[src/rtl/core/json_array_stream_validator_top_assert.svh]
// Assertion macros used by the validator back end.
`ifndef JSON_ARRAY_STREAM_VALIDATOR_TOP_ASSERT_SVH
`define JSON_ARRAY_STREAM_VALIDATOR_TOP_ASSERT_SVH

// A condition that must hold at every clock edge out of reset.
`define JASV_CHECK(label, clk_sig, rst_sig, expr, msg) \
    label: assert property (@(posedge clk_sig) disable iff (!rst_sig) (expr)) else $error(msg);

// A condition that must hold in the same cycle as its trigger.
`define JASV_IMPLY(label, clk_sig, rst_sig, ante, cons, msg) \
    label: assert property (@(posedge clk_sig) disable iff (!rst_sig) (ante) |-> (cons)) \
        else $error(msg);

// A condition that must hold in the cycle after its trigger.
`define JASV_IMPLY_NEXT(label, clk_sig, rst_sig, ante, cons, msg) \
    label: assert property (@(posedge clk_sig) disable iff (!rst_sig) (ante) |=> (cons)) \
        else $error(msg);

`endif

[src/rtl/core/jasv_pkg.sv]
// Shared types, constants and functions of the JSON array stream validator.
package jasv_pkg;

    localparam int MAX_DEPTH_DEFAULT = 64;
    localparam int CFG_W = 7;
    localparam logic [CFG_W-1:0] DEPTH_LIMIT_RESET = 7'd64;
    localparam int DEPTH_HARD_CAP = 127;

    // Queue between front and back; the depth must be a power of two.
    localparam int QUEUE_DEPTH = 4;

    localparam logic [7:0] CH_SPACE  = 8'h20;
    localparam logic [7:0] CH_LBRACK = 8'h5B;
    localparam logic [7:0] CH_RBRACK = 8'h5D;
    localparam logic [7:0] CH_LBRACE = 8'h7B;
    localparam logic [7:0] CH_QUOTE  = 8'h22;
    localparam logic [7:0] CH_BSLASH = 8'h5C;
    localparam logic [7:0] CH_SLASH  = 8'h2F;
    localparam logic [7:0] CH_COMMA  = 8'h2C;
    localparam logic [7:0] CH_MINUS  = 8'h2D;
    localparam logic [7:0] CH_PLUS   = 8'h2B;
    localparam logic [7:0] CH_DOT    = 8'h2E;
    localparam logic [7:0] CH_0      = 8'h30;
    localparam logic [7:0] CH_9      = 8'h39;
    localparam logic [7:0] CH_LA     = 8'h61;
    localparam logic [7:0] CH_LB     = 8'h62;
    localparam logic [7:0] CH_LE     = 8'h65;
    localparam logic [7:0] CH_LF     = 8'h66;
    localparam logic [7:0] CH_LL     = 8'h6C;
    localparam logic [7:0] CH_LN     = 8'h6E;
    localparam logic [7:0] CH_LR     = 8'h72;
    localparam logic [7:0] CH_LS     = 8'h73;
    localparam logic [7:0] CH_LT     = 8'h74;
    localparam logic [7:0] CH_LU     = 8'h75;
    localparam logic [7:0] CH_UA     = 8'h41;
    localparam logic [7:0] CH_UE     = 8'h45;
    localparam logic [7:0] CH_UF     = 8'h46;
    localparam logic [7:0] CH_NUL    = 8'h00;

    typedef enum logic [4:0] {
        M_START,
        M_ELEM,
        M_AFTER,
        M_STR,
        M_ESC,
        M_HEX,
        M_LIT,
        M_NEG,
        M_ZERO,
        M_INT,
        M_DOT,
        M_FRAC,
        M_E,
        M_ESIGN,
        M_EXP,
        M_DONE
    } scan_mode_t;

    typedef enum logic [2:0] {
        V_PEND = 3'd0,
        V_OK   = 3'd1,
        V_SYN  = 3'd2,
        V_OBJ  = 3'd3,
        V_DEEP = 3'd4
    } verdict_t;

    typedef enum logic [1:0] {
        LIT_TRUE  = 2'd0,
        LIT_FALSE = 2'd1,
        LIT_NULL  = 2'd2
    } lit_kind_t;

    typedef struct packed {
        logic [7:0] data_byte;
        logic       last_byte;
    } in_item_t;

    typedef struct packed {
        logic [2:0] verdict;
        logic       document_end;
    } out_item_t;

    // Byte classes worked out by the front end.
    typedef struct packed {
        logic      lbrack;
        logic      rbrack;
        logic      lbrace;
        logic      quote;
        logic      bslash;
        logic      comma;
        logic      minus;
        logic      plus;
        logic      dot;
        logic      zero;
        logic      digit;
        logic      hex;
        logic      ctrl;
        logic      esc;
        logic      expmark;
        logic      uchar;
        logic      lit_start;
        lit_kind_t lit_kind;
    } byte_class_t;

    typedef struct packed {
        logic [7:0]  data_byte;
        logic        last_byte;
        byte_class_t cls;
    } queue_entry_t;

    function automatic logic [2:0] lit_len(input lit_kind_t kind);
        logic [2:0] len;
        case (kind)
            LIT_FALSE: len = 3'd5;
            default:   len = 3'd4;
        endcase
        return len;
    endfunction

    function automatic logic [7:0] lit_char(input lit_kind_t kind, input logic [2:0] pos);
        logic [7:0] ch;
        ch = CH_NUL;
        case (kind)
            LIT_TRUE:
            begin
                case (pos)
                    3'd0:    ch = CH_LT;
                    3'd1:    ch = CH_LR;
                    3'd2:    ch = CH_LU;
                    3'd3:    ch = CH_LE;
                    default: ch = CH_NUL;
                endcase
            end
            LIT_FALSE:
            begin
                case (pos)
                    3'd0:    ch = CH_LF;
                    3'd1:    ch = CH_LA;
                    3'd2:    ch = CH_LL;
                    3'd3:    ch = CH_LS;
                    3'd4:    ch = CH_LE;
                    default: ch = CH_NUL;
                endcase
            end
            LIT_NULL:
            begin
                case (pos)
                    3'd0:    ch = CH_LN;
                    3'd1:    ch = CH_LU;
                    3'd2:    ch = CH_LL;
                    3'd3:    ch = CH_LL;
                    default: ch = CH_NUL;
                endcase
            end
            default: ch = CH_NUL;
        endcase
        return ch;
    endfunction

endpackage

[src/rtl/core/json_array_stream_validator_top.sv]
// Top level of the JSON array stream validator: front end, queue, scanner and register.
//
// The validator checks a document that arrives one byte per request and answers every
// byte with one result request carrying a verdict (pending, valid, syntax error, object
// unsupported, too deep) and an echo of the final-byte mark; the verdict on the final
// byte is the document's answer, and the scanner then restarts for the next document.
// The top level must be an array, whitespace is rejected, a trailing comma before a
// closing bracket is accepted and bytes after the closing bracket are ignored.
// Throughput is one byte per clock cycle sustained while the output is not stalled,
// set by the scanner state machine, which updates its state and depth counter once per
// byte. An accepted byte is written into a four-entry queue, taken by the scanner when
// the result register can take it, and its result is shown from the result register.
// The queue lets input requests keep flowing while a result waits on the output side;
// input ready drops only when the queue is full.
// The nesting limit register depth_limit is written through the cfg channel, which is
// always ready; a limit of zero acts as one and the limit is capped by MAX_DEPTH and
// by 127. Write it only while no document is in flight. No clearing pass follows reset.
module json_array_stream_validator_top #(
    parameter int MAX_DEPTH = jasv_pkg::MAX_DEPTH_DEFAULT
) (
    input  logic                       clk,
    input  logic                       rst_n,
    input  logic                       in_valid,
    output logic                       in_ready,
    input  jasv_pkg::in_item_t         in_data,
    output logic                       out_valid,
    input  logic                       out_ready,
    output jasv_pkg::out_item_t        out_data,
    input  logic                       cfg_valid,
    output logic                       cfg_ready,
    input  logic [jasv_pkg::CFG_W-1:0] cfg_data
);
    import jasv_pkg::*;

    logic             cfg_write;
    logic [CFG_W-1:0] depth_limit_reg;
    logic             queue_full;
    logic             queue_not_empty;
    logic             push;
    logic             pop;
    queue_entry_t     push_entry;
    queue_entry_t     head;

    // The single configuration register takes every write request at once.
    assign cfg_ready = 1'b1;
    assign cfg_write = cfg_valid;

    always_ff @(posedge clk or negedge rst_n)
    begin
        if (!rst_n)
        begin
            depth_limit_reg <= DEPTH_LIMIT_RESET;
        end
        else if (cfg_write)
        begin
            depth_limit_reg <= cfg_data;
        end
    end

    // Front end: accept input requests and classify each byte.
    jasv_front u_front (
        .in_valid   (in_valid),
        .in_ready   (in_ready),
        .in_data    (in_data),
        .queue_full (queue_full),
        .push       (push),
        .push_entry (push_entry)
    );

    // Queue that decouples input acceptance from the scanner.
    jasv_queue u_queue (
        .clk        (clk),
        .rst_n      (rst_n),
        .push       (push),
        .push_entry (push_entry),
        .full       (queue_full),
        .not_empty  (queue_not_empty),
        .pop        (pop),
        .head       (head)
    );

    // Back end: scanner state machine, depth counter and result register.
    jasv_back #(
        .MAX_DEPTH (MAX_DEPTH)
    ) u_back (
        .clk         (clk),
        .rst_n       (rst_n),
        .depth_limit (depth_limit_reg),
        .entry_valid (queue_not_empty),
        .entry       (head),
        .pop         (pop),
        .out_valid   (out_valid),
        .out_ready   (out_ready),
        .out_data    (out_data)
    );

endmodule

[src/rtl/core/jasv_front.sv]
// Front end: accepts input requests and classifies each byte for the scanner.
module jasv_front (
    input  logic                   in_valid,
    output logic                   in_ready,
    input  jasv_pkg::in_item_t     in_data,
    input  logic                   queue_full,
    output logic                   push,
    output jasv_pkg::queue_entry_t push_entry
);
    import jasv_pkg::*;

    logic [7:0]  b;
    byte_class_t cls;

    assign b = in_data.data_byte;

    always_comb
    begin
        cls.lbrack    = (b == CH_LBRACK);
        cls.rbrack    = (b == CH_RBRACK);
        cls.lbrace    = (b == CH_LBRACE);
        cls.quote     = (b == CH_QUOTE);
        cls.bslash    = (b == CH_BSLASH);
        cls.comma     = (b == CH_COMMA);
        cls.minus     = (b == CH_MINUS);
        cls.plus      = (b == CH_PLUS);
        cls.dot       = (b == CH_DOT);
        cls.zero      = (b == CH_0);
        cls.digit     = (b inside {[CH_0:CH_9]});
        cls.hex       = (b inside {[CH_0:CH_9], [CH_LA:CH_LF], [CH_UA:CH_UF]});
        cls.ctrl      = (b < CH_SPACE);
        cls.esc       = (b inside {CH_QUOTE, CH_BSLASH, CH_SLASH, CH_LB, CH_LN, CH_LF,
                                   CH_LR, CH_LT});
        cls.expmark   = (b == CH_LE) || (b == CH_UE);
        cls.uchar     = (b == CH_LU);
        cls.lit_start = (b inside {CH_LT, CH_LF, CH_LN});
        if (b == CH_LT)
        begin
            cls.lit_kind = LIT_TRUE;
        end
        else if (b == CH_LF)
        begin
            cls.lit_kind = LIT_FALSE;
        end
        else
        begin
            cls.lit_kind = LIT_NULL;
        end
    end

    assign in_ready             = !queue_full;
    assign push                 = in_valid && !queue_full;
    assign push_entry.data_byte = in_data.data_byte;
    assign push_entry.last_byte = in_data.last_byte;
    assign push_entry.cls       = cls;

endmodule

[src/rtl/core/jasv_queue.sv]
// Short queue of classified bytes between the front end and the scanner.
module jasv_queue (
    input  logic                   clk,
    input  logic                   rst_n,
    input  logic                   push,
    input  jasv_pkg::queue_entry_t push_entry,
    output logic                   full,
    output logic                   not_empty,
    input  logic                   pop,
    output jasv_pkg::queue_entry_t head
);
    import jasv_pkg::*;

    localparam int PTR_W = $clog2(QUEUE_DEPTH);

    queue_entry_t     slots [QUEUE_DEPTH];
    logic [PTR_W-1:0] wr_ptr_reg, wr_ptr_next;
    logic [PTR_W-1:0] rd_ptr_reg, rd_ptr_next;
    logic [PTR_W:0]   count_reg, count_next;

    assign full      = (count_reg == (PTR_W + 1)'(QUEUE_DEPTH));
    assign not_empty = (count_reg != '0);
    assign head      = slots[rd_ptr_reg];

    always_comb
    begin
        wr_ptr_next = push ? wr_ptr_reg + 1'b1 : wr_ptr_reg;
        rd_ptr_next = pop ? rd_ptr_reg + 1'b1 : rd_ptr_reg;
        case ({push, pop})
            2'b10:   count_next = count_reg + 1'b1;
            2'b01:   count_next = count_reg - 1'b1;
            default: count_next = count_reg;
        endcase
    end

    always_ff @(posedge clk or negedge rst_n)
    begin
        if (!rst_n)
        begin
            wr_ptr_reg <= '0;
            rd_ptr_reg <= '0;
            count_reg  <= '0;
        end
        else
        begin
            wr_ptr_reg <= wr_ptr_next;
            rd_ptr_reg <= rd_ptr_next;
            count_reg  <= count_next;
        end
    end

    always_ff @(posedge clk)
    begin
        if (push)
        begin
            slots[wr_ptr_reg] <= push_entry;
        end
    end

endmodule

[src/rtl/core/jasv_back.sv]
// Back end: the byte scanner state machine, depth counter and result register.
module jasv_back #(
    parameter int MAX_DEPTH = jasv_pkg::MAX_DEPTH_DEFAULT
) (
    input  logic                          clk,
    input  logic                          rst_n,
    input  logic [jasv_pkg::CFG_W-1:0]    depth_limit,
    input  logic                          entry_valid,
    input  jasv_pkg::queue_entry_t        entry,
    output logic                          pop,
    output logic                          out_valid,
    input  logic                          out_ready,
    output jasv_pkg::out_item_t           out_data
);
    import jasv_pkg::*;

    `include "json_array_stream_validator_top_assert.svh"

    localparam int DEPTH_CAP_INT = (MAX_DEPTH > DEPTH_HARD_CAP) ? DEPTH_HARD_CAP : MAX_DEPTH;
    localparam int DEPTH_W = $clog2(DEPTH_CAP_INT + 1);
    localparam logic [CFG_W-1:0] DEPTH_CAP = CFG_W'(DEPTH_CAP_INT);

    scan_mode_t         mode_reg, mode_next;
    logic [DEPTH_W-1:0] depth_reg, depth_next;
    logic [2:0]         pos_reg, pos_next;
    lit_kind_t          kind_reg, kind_next;
    verdict_t           verd_reg, verd_next;

    logic               out_valid_reg;
    out_item_t          out_item_reg, out_item_next;
    logic [CFG_W-1:0]   lim;

    assign pop = entry_valid && (!out_valid_reg || out_ready);

    // Effective nesting limit: capped by the build-time maximum, zero acts as one.
    always_comb
    begin
        lim = (depth_limit > DEPTH_CAP) ? DEPTH_CAP : depth_limit;
        if (lim == '0)
        begin
            lim = CFG_W'(1);
        end
    end

    always_comb
    begin
        logic               open_req;
        logic               close_req;
        logic               after_req;
        logic               fail_req;
        verdict_t           fail_code;
        logic [DEPTH_W-1:0] depth_dec;
        logic [2:0]         len;
        logic [2:0]         pos_inc;
        verdict_t           v;

        mode_next  = mode_reg;
        depth_next = depth_reg;
        pos_next   = pos_reg;
        kind_next  = kind_reg;
        verd_next  = verd_reg;
        open_req   = 1'b0;
        close_req  = 1'b0;
        after_req  = 1'b0;
        fail_req   = 1'b0;
        fail_code  = V_SYN;
        len        = lit_len(kind_reg);
        pos_inc    = pos_reg + 3'd1;
        depth_dec  = (depth_reg != '0) ? depth_reg - 1'b1 : '0;

        if (pop && (verd_reg == V_PEND))
        begin
            case (mode_reg)
                M_START:
                begin
                    if (entry.cls.lbrack)
                    begin
                        open_req = 1'b1;
                    end
                    else
                    begin
                        fail_req  = 1'b1;
                        fail_code = entry.cls.lbrace ? V_OBJ : V_SYN;
                    end
                end
                M_ELEM:
                begin
                    if (entry.cls.lbrack)
                    begin
                        open_req = 1'b1;
                    end
                    else if (entry.cls.lbrace)
                    begin
                        fail_req  = 1'b1;
                        fail_code = V_OBJ;
                    end
                    else if (entry.cls.quote)
                    begin
                        mode_next = M_STR;
                    end
                    else if (entry.cls.minus)
                    begin
                        mode_next = M_NEG;
                    end
                    else if (entry.cls.zero)
                    begin
                        mode_next = M_ZERO;
                    end
                    else if (entry.cls.digit)
                    begin
                        mode_next = M_INT;
                    end
                    else if (entry.cls.lit_start)
                    begin
                        kind_next = entry.cls.lit_kind;
                        pos_next  = 3'd1;
                        mode_next = M_LIT;
                    end
                    else if (entry.cls.rbrack)
                    begin
                        close_req = 1'b1;
                    end
                    else
                    begin
                        fail_req = 1'b1;
                    end
                end
                M_AFTER:
                begin
                    after_req = 1'b1;
                end
                M_STR:
                begin
                    if (entry.cls.ctrl)
                    begin
                        fail_req = 1'b1;
                    end
                    else if (entry.cls.bslash)
                    begin
                        mode_next = M_ESC;
                    end
                    else if (entry.cls.quote)
                    begin
                        mode_next = M_AFTER;
                    end
                end
                M_ESC:
                begin
                    if (entry.cls.uchar)
                    begin
                        mode_next = M_HEX;
                        pos_next  = 3'd0;
                    end
                    else if (entry.cls.esc)
                    begin
                        mode_next = M_STR;
                    end
                    else
                    begin
                        fail_req = 1'b1;
                    end
                end
                M_HEX:
                begin
                    if (!entry.cls.hex)
                    begin
                        fail_req = 1'b1;
                    end
                    else if (pos_reg == 3'd3)
                    begin
                        pos_next  = 3'd0;
                        mode_next = M_STR;
                    end
                    else
                    begin
                        pos_next = pos_inc;
                    end
                end
                M_LIT:
                begin
                    if ((pos_reg >= len) || (entry.data_byte != lit_char(kind_reg, pos_reg)))
                    begin
                        fail_req = 1'b1;
                    end
                    else if (pos_inc >= len)
                    begin
                        pos_next  = 3'd0;
                        mode_next = M_AFTER;
                    end
                    else
                    begin
                        pos_next = pos_inc;
                    end
                end
                M_NEG:
                begin
                    if (entry.cls.zero)
                    begin
                        mode_next = M_ZERO;
                    end
                    else if (entry.cls.digit)
                    begin
                        mode_next = M_INT;
                    end
                    else
                    begin
                        fail_req = 1'b1;
                    end
                end
                M_ZERO:
                begin
                    if (entry.cls.dot)
                    begin
                        mode_next = M_DOT;
                    end
                    else if (entry.cls.expmark)
                    begin
                        mode_next = M_E;
                    end
                    else
                    begin
                        after_req = 1'b1;
                    end
                end
                M_INT:
                begin
                    if (entry.cls.digit)
                    begin
                        mode_next = M_INT;
                    end
                    else if (entry.cls.dot)
                    begin
                        mode_next = M_DOT;
                    end
                    else if (entry.cls.expmark)
                    begin
                        mode_next = M_E;
                    end
                    else
                    begin
                        after_req = 1'b1;
                    end
                end
                M_DOT:
                begin
                    if (entry.cls.digit)
                    begin
                        mode_next = M_FRAC;
                    end
                    else
                    begin
                        fail_req = 1'b1;
                    end
                end
                M_FRAC:
                begin
                    if (entry.cls.digit)
                    begin
                        mode_next = M_FRAC;
                    end
                    else if (entry.cls.expmark)
                    begin
                        mode_next = M_E;
                    end
                    else
                    begin
                        after_req = 1'b1;
                    end
                end
                M_E:
                begin
                    if (entry.cls.plus || entry.cls.minus)
                    begin
                        mode_next = M_ESIGN;
                    end
                    else if (entry.cls.digit)
                    begin
                        mode_next = M_EXP;
                    end
                    else
                    begin
                        fail_req = 1'b1;
                    end
                end
                M_ESIGN:
                begin
                    if (entry.cls.digit)
                    begin
                        mode_next = M_EXP;
                    end
                    else
                    begin
                        fail_req = 1'b1;
                    end
                end
                M_EXP:
                begin
                    if (!entry.cls.digit)
                    begin
                        after_req = 1'b1;
                    end
                end
                M_DONE:
                begin
                    mode_next = M_DONE;
                end
                default:
                begin
                    fail_req = 1'b1;
                end
            endcase

            // A value has ended: only a separator or a closing bracket may follow.
            if (after_req)
            begin
                if (entry.cls.comma)
                begin
                    mode_next = M_ELEM;
                end
                else if (entry.cls.rbrack)
                begin
                    close_req = 1'b1;
                end
                else
                begin
                    fail_req = 1'b1;
                end
            end

            if (open_req)
            begin
                if (CFG_W'(depth_reg) >= lim)
                begin
                    fail_req  = 1'b1;
                    fail_code = V_DEEP;
                end
                else
                begin
                    depth_next = depth_reg + 1'b1;
                    mode_next  = M_ELEM;
                end
            end

            if (close_req)
            begin
                depth_next = depth_dec;
                if (depth_dec == '0)
                begin
                    mode_next = M_DONE;
                    verd_next = V_OK;
                end
                else
                begin
                    mode_next = M_AFTER;
                end
            end

            if (fail_req)
            begin
                verd_next = fail_code;
                mode_next = M_DONE;
            end
        end

        // A document that ends while still pending is incomplete.
        v = verd_next;
        if (entry.last_byte && (v == V_PEND))
        begin
            v = V_SYN;
        end
        out_item_next.verdict      = v;
        out_item_next.document_end = entry.last_byte;

        if (pop && entry.last_byte)
        begin
            mode_next  = M_START;
            depth_next = '0;
            pos_next   = 3'd0;
            kind_next  = LIT_TRUE;
            verd_next  = V_PEND;
        end
    end

    always_ff @(posedge clk or negedge rst_n)
    begin
        if (!rst_n)
        begin
            mode_reg  <= M_START;
            depth_reg <= '0;
            pos_reg   <= 3'd0;
            kind_reg  <= LIT_TRUE;
            verd_reg  <= V_PEND;
        end
        else
        begin
            mode_reg  <= mode_next;
            depth_reg <= depth_next;
            pos_reg   <= pos_next;
            kind_reg  <= kind_next;
            verd_reg  <= verd_next;
        end
    end

    always_ff @(posedge clk or negedge rst_n)
    begin
        if (!rst_n)
        begin
            out_valid_reg <= 1'b0;
        end
        else if (pop)
        begin
            out_valid_reg <= 1'b1;
        end
        else if (out_ready)
        begin
            out_valid_reg <= 1'b0;
        end
    end

    always_ff @(posedge clk)
    begin
        if (pop)
        begin
            out_item_reg <= out_item_next;
        end
    end

    assign out_valid = out_valid_reg;
    assign out_data  = out_item_reg;

    `JASV_CHECK(a_depth_cap, clk, rst_n, CFG_W'(depth_reg) <= DEPTH_CAP, "nesting depth above cap")
    `JASV_CHECK(a_done_matches_verdict, clk, rst_n, (mode_reg == M_DONE) == (verd_reg != V_PEND), "done state and verdict disagree")
    `JASV_IMPLY(a_hex_count, clk, rst_n, mode_reg == M_HEX, pos_reg < 3'd4, "hex digit count out of range")
    `JASV_IMPLY_NEXT(a_restart, clk, rst_n, pop && entry.last_byte, (mode_reg == M_START) && (depth_reg == '0) && (verd_reg == V_PEND), "scanner did not restart after final byte")
    `JASV_IMPLY_NEXT(a_result_follows, clk, rst_n, pop, out_valid_reg, "taken byte produced no result")

endmodule

[config.mk]
export PLATFORM = sky130hd
export DESIGN_NAME = json_array_stream_validator_top
export DESIGN_NICKNAME = d
export VERILOG_FILES = /design/src/rtl/core/jasv_pkg.sv /design/src/rtl/core/json_array_stream_validator_top.sv /design/src/rtl/core/jasv_front.sv /design/src/rtl/core/jasv_queue.sv /design/src/rtl/core/jasv_back.sv
export VERILOG_INCLUDE_DIRS = /design/src /design/src/rtl/core
export SDC_FILE = /design/constraint.sdc
export NUM_CORES = 1
export LEC_CHECK = 0
export BUFFER_PORTS_ARGS = -buffer_cell sky130_fd_sc_hd__buf_2
export CORE_MARGIN = 2
export CORE_UTILIZATION = 58
export CTS_BUF_LIST = sky130_fd_sc_hd__clkbuf_8
export DETAILED_ROUTE_END_ITERATION = 8
export MAX_ROUTING_LAYER = met4
export PLACE_DENSITY = 0.78
export SLEW_MARGIN = 20
export SYNTH_ARGS = -nofsm -noshare
export SYNTH_HDL_FRONTEND = slang
export SYNTH_SLANG_ARGS = --single-unit
[constraint.sdc]
create_clock -name clk -period 3.2 [get_ports clk]
set_input_delay 0.32 -clock clk [delete_from_list [all_inputs] [get_ports clk]]
set_output_delay 0.32 -clock clk [all_outputs]
set_load 0.02 [all_outputs]
==> reports/results.txt <==
final net count -> 746
core outline area -> 13200 um2
Final Hold Slack -> 77.6 ps
pwr dens -> 828 nW/um2
Synth Area in XOR/XNOR -> 0.0145
Finish-stage setup viols -> 0
remaining global-route overflow -> 0
hpwl dp -> 12.5 mm
I/O pin count -> 28
multiplexer area fraction after synthesis -> 0.0993
CP startpoint kind -> flop
Avg Cell Area, Syn -> 12.0 um2
fmax -> 320 MHz
GRT met1 Usage -> 0.338
EDFF count, synth -> 116
die footprint -> 14500 um2
largest net degree at the start of global routing -> 36
leak pwr -> 3.19 nW
n_diodes -> 0
Initial DRC Count -> 422
Remaining DRCs -> 0
crit path capture type -> flop
Mapped Area -> 7850 um2
M2 GR Usage -> 0.420
RSZ-0062 raised after global routing -> true
die height -> 120 um
Compound-Gate Fraction of Synth Area -> 0.110
clk sinks -> 151
drt pass-1 iters -> 5
Starting Density -> 0.592
Pins Over Slew Limit -> 0
syn nets -> 699
Slowest-stage cell, CP -> dfrtp_1
Root Buffer -> clkbuf_8
Reg clk slew, reported paths -> 90 ps
initial antenna violation count -> 0
Total Power -> 7.23 mW
Chip Width -> 120 um
max_cap viols -> 0
critical path type -> flop to flop
ys flop type -> edfxtp_1
Avg WL per Cell -> 19.8 um
Clock Path Buffers -> 2
final hold violation count -> 0
Most Used Layer, Global Route -> met2
gr usage total -> 0.266
share of cells above drive strength 1 -> 0.199
crit path max fanout -> 17
vias in the first global route -> 5462
TritonCTS Buffers -> 17
Ys Warns -> 0
first-pass GRT wire length -> 28.4 mm
Adder-Cell Fraction of Synth Area -> 0.0392
TritonCTS clock tree -> yes
synthesis-to-layout area growth -> 11.2%
vias per cell -> 6.30
M3 GR Usage -> 0.0571
Routed Wire Length -> 17.6 mm
CP peak stage delay -> 480 ps
final critical-path required period -> 3130 ps
Synth Register Bits -> 151
Least-Margin Pin Slew -> 868 ps
Worst Hold Class -> input pin to flop
worst clock skew -> 15.3 ps
crit path cell chain -> buf_4, mux4_2, nor2_1, buf_4, nand2_1, o31ai_1, a2111oi_2, o31a_1, a21oi_1, o31a_1
crit path DAT -> 3320 ps
status -> finished, final reports clean
Final Cycle Share -> 0.977
Worst Path Required -> 3400 ps
Clock Latency Late Sink -> 460 ps
post-synthesis cell count -> 654
worst vdd ir -> 0.000487 V
Post-Synth Simple-Gate Area -> 0.150
std cell rows -> 42
Port Buf Inserts -> 26
Final ANT Viol Nets -> 0
Seq/Total Area, Yosys -> 0.556
largest family of logic cells by synthesized area -> simple AND/OR/NAND/NOR gates
Post-synth ARST share -> 0.232
max reg flops -> 112
Distinct cells, synth -> 75
Placer Congestion -> 1.00
Rel. slew slack -> 0.421
Vias -> 5605
CTS H-Tree Depth -> 4
-- worst max-delay path, delay by kind of cell, from the launching register on --
family	cells	cell delay, ps
AO/OA/AOI/OAI	5	1260
flip-flops	1	480
buffers and inverters	2	490
multiplexers	1	400
AND/OR/NAND/NOR	2	220
-- timing repair --
item	CTS	global route
setup endpoints to repair	1	7
pin swaps	0	6
endpoints found under the hold margin	32	0
buffers inserted	0	2
hold buffers	1	0
resized for setup	1	12
cloned	0	0
-- worst paths after layout --
check | cells after the start | endpoint | slack (ps) | from
worst max register to register | 10 | u_back.out_data[2]$_SDFFCE_PP1P_ | 70 | u_queue.rd_ptr_reg[1]$_DFFE_PN0P_
min in group asynchronous | 2 | depth_limit_reg[1]$_DFFE_PN0P_ | 510 | rst_n
worst min register to register | 1 | u_queue.count_reg[2]$_DFFE_PN0P_ | 520 | u_queue.count_reg[2]$_DFFE_PN0P_
worst max-delay path | 10 | u_back.out_data[2]$_SDFFCE_PP1P_ | 70 | u_queue.rd_ptr_reg[1]$_DFFE_PN0P_
worst min-delay path | 3 | depth_limit_reg[6]$_DFFE_PN1P_ | 80 | cfg_data[6]
max in group asynchronous | 2 | u_queue.rd_ptr_reg[0]$_DFFE_PN0P_ | 2090 | rst_n
-- power by group --
part | internal [mW] | switching [mW] | total [mW]
Combinational | 1.25 | 1.81 | 3.06
Sequential | 2.60 | 0.189 | 2.79
Clock | 0.629 | 0.759 | 1.39
-- cells in the mapped netlist, types with 5 or more instances --
cell type / n / area (um2)
or3_1: 7 / 43.8
mux2_2: 6 / 67.6
nor3_1: 25 / 125
nor2b_1: 11 / 68.8
dfrtp_1: 34 / 851
xor2_1: 8 / 70.1
nand2b_1: 13 / 81.3
mux4_2: 28 / 631
a21oi_1: 29 / 145
nor2_1: 61 / 229
or4_1: 6 / 45.0
nand3_1: 13 / 65.1
and3_1: 8 / 50.1
edfxtp_1: 116 / 3480
mux2i_1: 7 / 70.1
clkbuf_1: 19 / 71.3
xnor2_1: 5 / 43.8
o21ai_0: 35 / 175
ha_1: 23 / 288
inv_1: 27 / 101
a211oi_1: 5 / 37.5
nor4_1: 7 / 43.8
o31ai_1: 8 / 60.1
nand2_1: 57 / 214
o31a_1: 5 / 43.8
-- stage by stage --
| step | instance area [um2] | utilization | cells | TNS (ps) | worst slack (ps) |
|---|---|---|---|---|---|
| after floorplan | 7850 | - | 654 | 0 | 159 |
| after global placement | 8280 | 0.625 | 855 | 0 | 117 |
| after detailed placement | 8280 | 0.625 | 855 | -28.8 | -28.8 |
| after CTS | 8670 | 0.655 | 887 | 0 | 35.6 |
| after global routing | 8730 | 0.659 | 889 | -53.6 | -53.6 |
| final | 8730 | 0.659 | 889 | 0 | 73.7 |
-- area by class of cell --
class	count	area, um2
clock buffer	17	234
inverter	27	101
sequential	151	4360
tap	176	220
timing repair buffer	59	392
clock inverter	14	140
multi-input combinational	445	3280
fill	1005	4510
-- placed cells by master (no fill, tap or decap), drive strengths merged, types with 4 or more instances in the layout --
master,count
o31ai,8
nor4,7
nor2,61
edfxtp,116
a21oi,29
and2,4
xor2,8
a211oi,5
or2,6
clkbuf,17
nor3,25
nand2b,13
buf,58
or3,7
dfrtp,34
o211ai,4
nand2,57
and3,8
o22ai,4
mux2,7
ha,23
a31oi,4
nand3,13
mux4,28
inv,33
mux2i,7
nor2b,11
clkinvlp,4
o31a,5
or4,7
xnor2,5
o21ai,36
-- logic make-up (layout without fill, tap and decap cells) --
logic type	count (synthesis)	count (layout)
muxes	42	42
AOI/OAI and AO/OA	130	130
and+or+nand+nor	235	235
buffers and inverters	58	117
other	1	1
adders and majority gates	24	24
xor gates and xnor gates	13	13
DFF	151	151
-- routing by layer --
| metal | routed length (um) | share of wire |
|---|---|---|
| met2 | 8700 | 0.49 |
| met3 | 1090 | 0.062 |
| met5 | 0 | 0 |
| met1 | 7340 | 0.42 |
| met4 | 517 | 0.029 |
(Power assumes the default switching activity.)
